==> src/hw/rtl/kca_pkg.sv <==
`default_nettype none
// ----------------------------------------------------------------------------
// kca_pkg: shared constants and types for the keypad click/autorepeat block
// Key table, field widths, reset values and register indexes.
// ----------------------------------------------------------------------------
package kca_pkg;

  localparam int unsigned NumKeys  = 12;
  localparam int unsigned KeyWordW = 16;
  localparam int unsigned KeyIdxW  = 4;
  localparam int unsigned TickInW  = 32;
  localparam int unsigned TickBits = 32;  // width of the wrapping time compare
  localparam int unsigned DelayW   = 16;
  localparam int unsigned CfgIdxW  = 2;

  localparam logic [KeyWordW-1:0] KeysReleased      = '1;
  localparam logic [DelayW-1:0]   FirstDelayReset   = 16'd500;
  localparam logic [DelayW-1:0]   RepeatDelayReset  = 16'd175;

  // register indexes on the configuration port
  localparam logic [CfgIdxW-1:0] CfgFirstDelay  = 2'd0;
  localparam logic [CfgIdxW-1:0] CfgRepeatDelay = 2'd1;

  // key masks, table order; entry i is key index i+1
  localparam logic [KeyWordW-1:0] KeyMask [NumKeys] = '{
    16'h0080, 16'h0040, 16'h0010, 16'h0020, 16'h0100, 16'h0003,
    16'h0001, 16'h0004, 16'h0008, 16'h0400, 16'h0200, 16'h0800
  };

  typedef logic [KeyIdxW-1:0] key_idx_t;

  // decode result handed to the repeat logic
  typedef struct packed {
    logic [NumKeys-1:0] pmask;
    key_idx_t           pkey;
    key_idx_t           ckey;
  } dec_t;

endpackage
`default_nettype wire

==> src/hw/rtl/kca_decode.sv <==
`default_nettype none
// ----------------------------------------------------------------------------
// kca_decode: key table decode
// Pressed mask, first pressed key and first newly clicked key of one scan.
// ----------------------------------------------------------------------------
module kca_decode
  import kca_pkg::*;
(
  input  var logic [KeyWordW-1:0] cur_keys_i,
  input  var logic [KeyWordW-1:0] prev_keys_i,
  output dec_t                    dec_o
);

  logic [NumKeys-1:0] cur_down;
  logic [NumKeys-1:0] click;

  always_comb begin
    for (int i = 0; i < NumKeys; i++) begin
      cur_down[i] = ((cur_keys_i & KeyMask[i]) == '0);
      click[i]    = cur_down[i] && ((prev_keys_i & KeyMask[i]) != '0);
    end
  end

  // priority encode, lowest table entry wins
  always_comb begin
    dec_o.pmask = cur_down;
    dec_o.pkey  = '0;
    dec_o.ckey  = '0;
    for (int i = NumKeys - 1; i >= 0; i--) begin
      if (cur_down[i]) begin
        dec_o.pkey = KeyIdxW'(i + 1);
      end
      if (click[i]) begin
        dec_o.ckey = KeyIdxW'(i + 1);
      end
    end
  end

endmodule
`default_nettype wire

==> src/hw/rtl/kca_repeat.sv <==
`default_nettype none
// ----------------------------------------------------------------------------
// kca_repeat: autorepeat tracker
// Remembers the held key and its last event time, fires clicks and repeats.
// ----------------------------------------------------------------------------
module kca_repeat
  import kca_pkg::*;
(
  input  var logic                clk_i,
  input  var logic                rst_ni,
  input  var logic                step_i,
  input  var logic                clear_i,
  input  var logic [TickBits-1:0] now_i,
  input  var dec_t                dec_i,
  input  var logic [DelayW-1:0]   first_delay_i,
  input  var logic [DelayW-1:0]   repeat_delay_i,
  output key_idx_t                repeat_key_o
);

  key_idx_t            held_q, held_d;
  logic [TickBits-1:0] event_q, event_d;
  logic                rep_q, rep_d;

  key_idx_t            held_eff;
  logic                held_down;
  logic [TickBits-1:0] elapsed;
  logic [DelayW-1:0]   limit;

  always_comb begin
    held_eff  = clear_i ? '0 : held_q;
    held_down = 1'b0;
    for (int i = 0; i < NumKeys; i++) begin
      if (held_eff == KeyIdxW'(i + 1)) begin
        held_down = dec_i.pmask[i];
      end
    end
    elapsed = now_i - event_q;  // wraps modulo 2^TickBits
    limit   = rep_q ? repeat_delay_i : first_delay_i;

    held_d       = held_q;
    event_d      = event_q;
    rep_d        = rep_q;
    repeat_key_o = '0;
    if (dec_i.ckey != '0) begin
      held_d       = dec_i.ckey;
      rep_d        = 1'b0;
      event_d      = now_i;
      repeat_key_o = dec_i.ckey;
    end else if (held_down) begin
      held_d = held_eff;
      if (elapsed > TickBits'(limit)) begin
        rep_d        = 1'b1;
        event_d      = now_i;
        repeat_key_o = held_eff;
      end
    end else begin
      held_d = '0;
    end
  end

  always_ff @(posedge clk_i or negedge rst_ni) begin
    if (!rst_ni) begin
      held_q  <= '0;
      event_q <= '0;
      rep_q   <= 1'b0;
    end else if (step_i) begin
      held_q  <= held_d;
      event_q <= event_d;
      rep_q   <= rep_d;
    end
  end

endmodule
`default_nettype wire

==> src/hw/rtl/keypad_click_autorepeat.sv <==
`default_nettype none
// ----------------------------------------------------------------------------
// keypad_click_autorepeat: keypad scan decoder with click and autorepeat
// Decodes twelve table keys from an active-low scan word and reports
// pressed keys, new clicks and timed autorepeat events.
// ----------------------------------------------------------------------------
// Usage:
//   Input channel (in_valid_i / in_stall_o) carries one scan per transfer:
//   raw_keys_i (bit 0 = pressed), tick_now_i and clear_repeat_i.
//   Output channel (out_valid_o / out_stall_i) returns one result per scan:
//   pressed_mask_o, pressed_key_o, clicked_key_o and repeat_key_o.
//   Configuration writes (cfg_valid_i / cfg_ready_o) set first_delay (index 0)
//   and repeat_delay (index 1); other indexes are ignored. cfg_ready_o is
//   always high; write only while no scan is in flight.
// Timing:
//   A scan is captured in the input register on the input transfer and
//   then moves into the result register, which drives the outputs.
//   One scan per cycle is sustained while the output is not stalled; the
//   whole decode and repeat decision sits between those two registers.
// Reset:
//   Previous key word resets to all released, no held key, event time zero,
//   delays back to 500 and 175 ticks. Both pipeline stages come up empty.
// Stall:
//   A stalled result holds; the input register still takes a scan while the
//   result register is full, and in_stall_o rises only once both are full.
// ----------------------------------------------------------------------------
module keypad_click_autorepeat
  import kca_pkg::*;
(
  input  var logic                clk_i,
  input  var logic                rst_ni,
  // scan input
  input  var logic                in_valid_i,
  output logic                    in_stall_o,
  input  var logic [KeyWordW-1:0] raw_keys_i,
  input  var logic [TickInW-1:0]  tick_now_i,
  input  var logic                clear_repeat_i,
  // result output
  output logic                    out_valid_o,
  input  var logic                out_stall_i,
  output logic [NumKeys-1:0]      pressed_mask_o,
  output logic [KeyIdxW-1:0]      pressed_key_o,
  output logic [KeyIdxW-1:0]      clicked_key_o,
  output logic [KeyIdxW-1:0]      repeat_key_o,
  // configuration writes
  input  var logic                cfg_valid_i,
  output logic                    cfg_ready_o,
  input  var logic [CfgIdxW-1:0]  cfg_index_i,
  input  var logic [DelayW-1:0]   cfg_data_i
);

  // --- configuration registers ----------------------------------------------
  logic [DelayW-1:0] first_delay_q;
  logic [DelayW-1:0] repeat_delay_q;

  assign cfg_ready_o = 1'b1;

  always_ff @(posedge clk_i or negedge rst_ni) begin
    if (!rst_ni) begin
      first_delay_q  <= FirstDelayReset;
      repeat_delay_q <= RepeatDelayReset;
    end else if (cfg_valid_i && cfg_ready_o) begin
      case (cfg_index_i)
        CfgFirstDelay:  first_delay_q  <= cfg_data_i;
        CfgRepeatDelay: repeat_delay_q <= cfg_data_i;
        default: ;
      endcase
    end
  end

  // --- pipeline control -----------------------------------------------------
  // s1 = input register, result register drives the output ports.
  logic s1_valid_q;
  logic out_valid_q;
  logic out_free;   // result register can take a new result this cycle
  logic step;       // s1 moves into the result register
  logic in_xfer;

  assign out_free   = !out_valid_q || !out_stall_i;
  assign step       = s1_valid_q && out_free;
  assign in_stall_o = s1_valid_q && !out_free;
  assign in_xfer    = in_valid_i && !in_stall_o;

  always_ff @(posedge clk_i or negedge rst_ni) begin
    if (!rst_ni) begin
      s1_valid_q  <= 1'b0;
      out_valid_q <= 1'b0;
    end else begin
      if (in_xfer) begin
        s1_valid_q <= 1'b1;
      end else if (step) begin
        s1_valid_q <= 1'b0;
      end
      if (out_free) begin
        out_valid_q <= s1_valid_q;
      end
    end
  end

  assign out_valid_o = out_valid_q;

  // --- input register -------------------------------------------------------
  logic [KeyWordW-1:0] s1_keys_q;
  logic [TickBits-1:0] s1_now_q;
  logic                s1_clear_q;

  always_ff @(posedge clk_i) begin
    if (in_xfer) begin
      s1_keys_q  <= raw_keys_i;
      s1_now_q   <= TickBits'(tick_now_i);
      s1_clear_q <= clear_repeat_i;
    end
  end

  // --- previous scan word ---------------------------------------------------
  // The current word is the scan in s1; the previous word is the last one
  // that went through.
  logic [KeyWordW-1:0] prev_keys_q;

  always_ff @(posedge clk_i or negedge rst_ni) begin
    if (!rst_ni) begin
      prev_keys_q <= KeysReleased;
    end else if (step) begin
      prev_keys_q <= s1_keys_q;
    end
  end

  // --- decode and autorepeat ------------------------------------------------
  dec_t     dec;
  key_idx_t rep_key;

  kca_decode u_decode (
    .cur_keys_i  (s1_keys_q),
    .prev_keys_i (prev_keys_q),
    .dec_o       (dec)
  );

  kca_repeat u_repeat (
    .clk_i          (clk_i),
    .rst_ni         (rst_ni),
    .step_i         (step),
    .clear_i        (s1_clear_q),
    .now_i          (s1_now_q),
    .dec_i          (dec),
    .first_delay_i  (first_delay_q),
    .repeat_delay_i (repeat_delay_q),
    .repeat_key_o   (rep_key)
  );

  // --- result register ------------------------------------------------------
  logic [NumKeys-1:0] pmask_q;
  key_idx_t           pkey_q;
  key_idx_t           ckey_q;
  key_idx_t           rkey_q;

  always_ff @(posedge clk_i) begin
    if (step) begin
      pmask_q <= dec.pmask;
      pkey_q  <= dec.pkey;
      ckey_q  <= dec.ckey;
      rkey_q  <= rep_key;
    end
  end

  assign pressed_mask_o = pmask_q;
  assign pressed_key_o  = pkey_q;
  assign clicked_key_o  = ckey_q;
  assign repeat_key_o   = rkey_q;

endmodule
`default_nettype wire

==> config.mk <==
export PLATFORM = sky130hd
export DESIGN_NAME = keypad_click_autorepeat
export DESIGN_NICKNAME = d
export VERILOG_FILES = /design/src/hw/rtl/kca_pkg.sv /design/src/hw/rtl/kca_decode.sv /design/src/hw/rtl/kca_repeat.sv /design/src/hw/rtl/keypad_click_autorepeat.sv
export SDC_FILE = /design/constraint.sdc
export NUM_CORES = 1
export LEC_CHECK = 0
export BUFFER_PORTS_ARGS = -buffer_cell sky130_fd_sc_hd__buf_2
export CAP_MARGIN = 20
export CORE_MARGIN = 1
export CORE_UTILIZATION = 35
export DETAILED_ROUTE_END_ITERATION = 16
export SYNTH_ARGS = -nofsm -noshare
export SYNTH_HDL_FRONTEND = slang
export SYNTH_SLANG_ARGS = --single-unit
==> constraint.sdc <==
create_clock -name clk_i -period 10.6 [get_ports clk_i]
set_clock_uncertainty 0.15 [all_clocks]
set_input_delay 0 -clock clk_i [delete_from_list [all_inputs] [get_ports clk_i]]
set_output_delay 0 -clock clk_i [all_outputs]
set_load 0.05 [all_outputs]
Word level (Yosys, flattened, before mapping)
Cells that the tools add are included.
- register bits: 152
- bits in latches: 0
- memory bits (writable): 0
- bits in read-only memories: 0
- bits of input ports: 72
- output and inout port bits: 27
- memories: 0
- add/subtract/negate cells: 1
- multiply operators: 0
- div/mod/pow operators: 0
- magnitude comparators: 1
- equal/unequal tests: 13
- shift-type cells: 0
- multiplexer cells: 50
- bitwise logic cells: 0
- reduce and logical (&&, ||, !) cells: 43
- operators by type and width (cell ; number):
    zero test 16 bit ; 12
    2-to-1 mux 32 bit ; 3
    2-to-1 mux 4 bit ; 23
    greater-than comparator 32 x 16 -> 1 bit ; 1
    subtractor 32 bit ; 1
    equality test 4 bit (second input constant) ; 5
    2-to-1 mux 1 bit ; 17
    equality test 4 x 3 -> 1 bit (second input constant) ; 4
    2-to-1 mux 16 bit ; 1
    nonzero test 16 bit ; 1
    logical AND 1 bit ; 15
    2-to-1 mux 3 bit ; 4
    equality test 4 x 2 -> 1 bit (second input constant) ; 2
    OR reduction 7 bit ; 1
    nonzero test 2 bit ; 3
    equality test 4 x 1 -> 1 bit (second input constant) ; 1
    zero test 1 bit ; 4
    2-to-1 mux 2 bit ; 2
    AND reduction 2 bit ; 2
    nonzero test 4 bit ; 1
    AND reduction 3 bit ; 1
    OR reduction 3 bit ; 1
    equality test 2 x 1 -> 1 bit (second input constant) ; 1
    zero test 2 bit ; 1
    logical OR 1 bit ; 1

Longest topological paths before layout
- depth in word-level cells: 17
- depth in mapped cells: 21

Hierarchy
From an unflattened synthesis, not the netlist that was laid out.
- cell total of the unflattened synthesis: 770
- area, all modules: 8896.0 µm²
- by module, submodules not included (module ; times used ; cells an instance ; area each (µm²)):
    kca_repeat ; 1 ; 524 ; 4426.7
    keypad_click_autorepeat ; 1 ; 184 ; 4132.7
    kca_decode ; 1 ; 62 ; 336.6

Worst setup path before layout
OpenSTA, ideal clock, no wires.
- path kind: flip-flop to flip-flop
- start point: reg s1_now_q[0]
- end point: reg rkey_q[2] (netlist: repeat_key_o[2]), data pin
- data arrival time: 4.169 ns
- path slack: 6.001 ns
- cell stages (with the launch flop): 21
- period minus slack after synthesis: 4.599 ns
- cell sequence: edfxtp_1 inv_1 ha_1 fa_1 nand2b_1 a21oi_1 o21ai_0 nand2_1 a31oi_1 o21ai_0 xor2_1 ha_1 nand3_1 nor3_1 nand2_1 and3_1 or4_1 nor4_1 nand4_1 o311ai_1 o22ai_1
- word-level cells in the longest chain between the ends: 5
- ends and longest elaborated chain (what ; line ; text):
    from (decl) ; keypad_click_autorepeat.sv:104 ; logic [TickBits-1:0] s1_now_q;
    from (signal assigned) ; keypad_click_autorepeat.sv:110 ; s1_now_q <= TickBits'(tick_now_i);
    subtractor 32 bit ; kca_repeat.sv:37 ; elapsed = now_i - event_q;
    greater-than comparator 32 x 16 -> 1 bit ; kca_repeat.sv:51 ; if (elapsed > TickBits'(limit)) begin
    2-to-1 mux 4 bit ; kca_repeat.sv:51 ;
    2-to-1 mux 4 bit ; kca_repeat.sv:49 ; end else if (held_down) begin
    2-to-1 mux 4 bit ; kca_repeat.sv:44 ; if (dec_i.ckey != '0) begin
    via rep_key[2] ; keypad_click_autorepeat.sv:130 ; key_idx_t rep_key;
    to (signal assigned) ; keypad_click_autorepeat.sv:161 ; rkey_q <= rep_key;
    to (decl) ; keypad_click_autorepeat.sv:154 ; key_idx_t rkey_q;
The timed path passes the listed nets, and every way through them passes these cells.
A chain may end at the register's enable or synchronous reset.

Worst setup path in the final report
Same ends and word-level chain as after synthesis.

==> out/results.txt <==
Num CTS Buffers = 17
Syn-to-layout area delta = 22.0%
Mapped cell area = 8760 um^2
Largest net degree at the start of global routing = 57
Max_cap viols = 0
Top cells by area, synth = edfxtp_1 (24%), dfrtp_1 (17%), dfstp_2 (7.2%)
Chip Width = 160 um
Final hold violation count = 0
Distinct cells, synth = 81
CORE AREA = 24,500 um^2
Synthesized instance count = 770
Worst-path clk slew = 0.06 ns
RSZ-0062 raised after global routing = false
Vias in the first global route = 6,527
Crit path DAT = 5.68 ns
First-pass GRT wire length = 33,200 um
CTS sink cnt = 152
Crit path kind = reg2reg
Leakage = 0.00452 uW
Seq/Total Area, Yosys = 47.7%
Fmax achieved = 0.176 GHz
Starting Density = 35.8%
WL final = 19,700 um
Fin Setup TNS = 0 ns
GR Util All Layers = 16.3%
Yosys reg bits = 152
Worst-Skew Late Latency = 0.42 ns
Number of synthesized flops with an enable pin = 69
Fill cell count = 2,354
Critical Path RT = 10.59 ns
Ys async rst share = 54.6%
Hold worst-path end = first_delay_q[1]
Post-layout min period = 5.70 ns
Final net count = 1,049
Vias = 6,399
Drt via density = 5.05
H-tree levels = 4
Die Area = 25,700 um^2
DP Cell Count = 1,167
Boundary Pins = 99
Inserted Diodes = 0
Top-count cell post-synth = edfxtp_1
Crit share post-route = 53.8%
Gpl congestion = 0.837
Final setup fails = 0
Dpl hpwl = 14,200 um
Hold Crit Start = cfg_index_i[1]
Std cell rows = 57
Max FO, Critical Path = 4
Slew @ Worst Pin = 0.852 ns
DR DRC count = 0
Outcome = complete, no violations
Worst Setup Start Kind = flop
Yosys warnings = 0
Avg Inst Size Synth = 11.4 um^2
Maximum clock path buffer count = 2
Final non-filler cell total = 1,266
Ys flop type = edfxtp_1
CTS tree = built
Share of layout cells above drive strength 1 = 26.5%
Max Slew Vio Count = 0
Power Total = 2330 uW
Setup crit end kind = flop
Number of routed nets with antenna violations = 0
Maximum vdd drop = 0.0000901 V
Antenna violations before repair = 0
CTS Root Cell = clkbuf_16
Post-synth top cells = edfxtp_1 (69), inv_1 (62), dfrtp_1 (59)
Hold crit path type = in2reg
RR Endpoint = repeat_key_o[2]
Pwr dens = 218 nW/um^2
Reg2reg start = s1_now_q[0]
R2r worst-path depth = 20
Syn Nets = 890
Reg2Reg Setup Slack = 4.90 ns
Largest area contributor in the netlist = edfxtp_1
First-pass iteration count of the detailed router = 5
Initial DRC Count = 289
Hold Path Cell Cnt = 4
Top cell type's share of synthesized area = 23.7%
Gr ovfl total = 0
Slew HR = 43.1%
Wire length per cell = 15.5 um
Chip Height = 160 um
Port Buffer Count = 93
cells by family (layout without fill, tap and decap cells):
family / after synthesis / count (layout) / share of synthesized area [%]
fa+ha+maj: 48 / 48 / 6.94
buf+inv: 88 / 260 / 5.00
other cells: 1 / 1 / 0.0428
simple gates: 185 / 185 / 11.2
flops: 152 / 152 / 47.7
mux: 96 / 96 / 13.3
xor+xnor: 21 / 21 / 2.10
compound gates: 179 / 179 / 13.7
cell usage in the layout (no fill, tap or decap), types with 10 or more instances in the layout:
| cell type | count |
|---|---|
| dfrtp_1 | 59 |
| clkbuf_16 | 17 |
| a31oi_1 | 11 |
| nand2_1 | 42 |
| nand2b_1 | 12 |
| nand3_1 | 19 |
| nand4_1 | 12 |
| o211ai_1 | 11 |
| nor2_1 | 41 |
| buf_2 | 92 |
| xnor2_1 | 10 |
| a21oi_1 | 44 |
| a21o_1 | 13 |
| mux2_2 | 48 |
| nor3_1 | 12 |
| ha_1 | 47 |
| edfxtp_1 | 69 |
| inv_1 | 62 |
| mux2_4 | 29 |
| dlygate4sd3_1 | 66 |
| mux2i_1 | 19 |
| dfstp_2 | 24 |
| xor2_1 | 11 |
| o21ai_0 | 35 |
per-stage QoR:
stage                     area (um^2)  hold slack, ns  utilization, %  setup slack [ns]
after floorplan                  8760          -0.446               -              6.00
after global placement           9480          -0.211            38.8              5.07
after detailed placement         9480          -0.207            38.8              5.04
after CTS                       10700          0.0191            43.7              4.98
after global routing            10700          0.0363            43.7              4.45
final                           10700          0.0322            43.7              4.90
area by class of cell:
type,count,area [um^2],share of cell area (%)
Multi-Input combinational cell,530,4150,38.8
Inverter,62,233,2.18
Timing Repair Buffer,166,1190,11.2
Clock buffer,21,450,4.21
Sequential cell,152,4180,39.1
Tap cell,324,405,3.79
Clock inverter,11,77.6,0.726
metal layers:
metal	part of all wire [%]	up-vias	GRT usage, %
li1	-	3159	-
met1	48	3070	21.4
met2	47	144	27.4
met3	3.2	26	2.70
met4	1.8	0	4.98
met5	0	-	0
worst max path at each step:
stage | from | end | slack (ns) | depth (start not counted)
final | s1_now_q[0] | repeat_key_o[2] | 4.90 | 20
after global routing | s1_now_q[0] | repeat_key_o[2] | 4.45 | 20
after CTS | s1_now_q[0] | repeat_key_o[2] | 4.98 | 20
after detailed placement | s1_now_q[0] | repeat_key_o[2] | 5.04 | 20
after global placement | s1_now_q[0] | repeat_key_o[2] | 5.07 | 20
after floorplan | s1_now_q[0] | repeat_key_o[2] | 6.00 | 20
sequential cells by signal, summed over array words and instances (netlist names), 4 cells and up:
name	flops
clicked_key_o	4
first_delay_q	16
pressed_key_o	4
pressed_mask_o	12
prev_keys_q	12
repeat_delay_q	16
repeat_key_o	4
s1_keys_q	12
s1_now_q	32
u_repeat.event_q	32
u_repeat.held_q	4
critical path: stages (launching register included):
cell and delay (ns):
edfxtp_1 0.36, inv_1 0.05, ha_1 0.21, fa_1 0.40
nand2b_1 0.18, a21oi_1 0.34, o21ai_0 0.20, nand2_1 0.15
a31oi_1 0.14, o21ai_0 0.27, xor2_1 0.14, ha_1 0.32
nand3_1 0.09, nor3_1 0.37, nand2_1 0.12, and3_1 0.24
or4_1 0.52, nor4_1 0.26, nand4_1 0.16, o311ai_1 0.56
o22ai_1 0.18
power breakdown:
part           internal, uW  switching, uW
Clock                   305            244
Sequential              732           57.1
Combinational           425            569
what timing repair did:
item	CTS	global route
hold buffers	67	0
hold endpoints to repair	138	0
resized for setup	0	0
buffers inserted	0	0
Power figures use the tool's default switching activity.
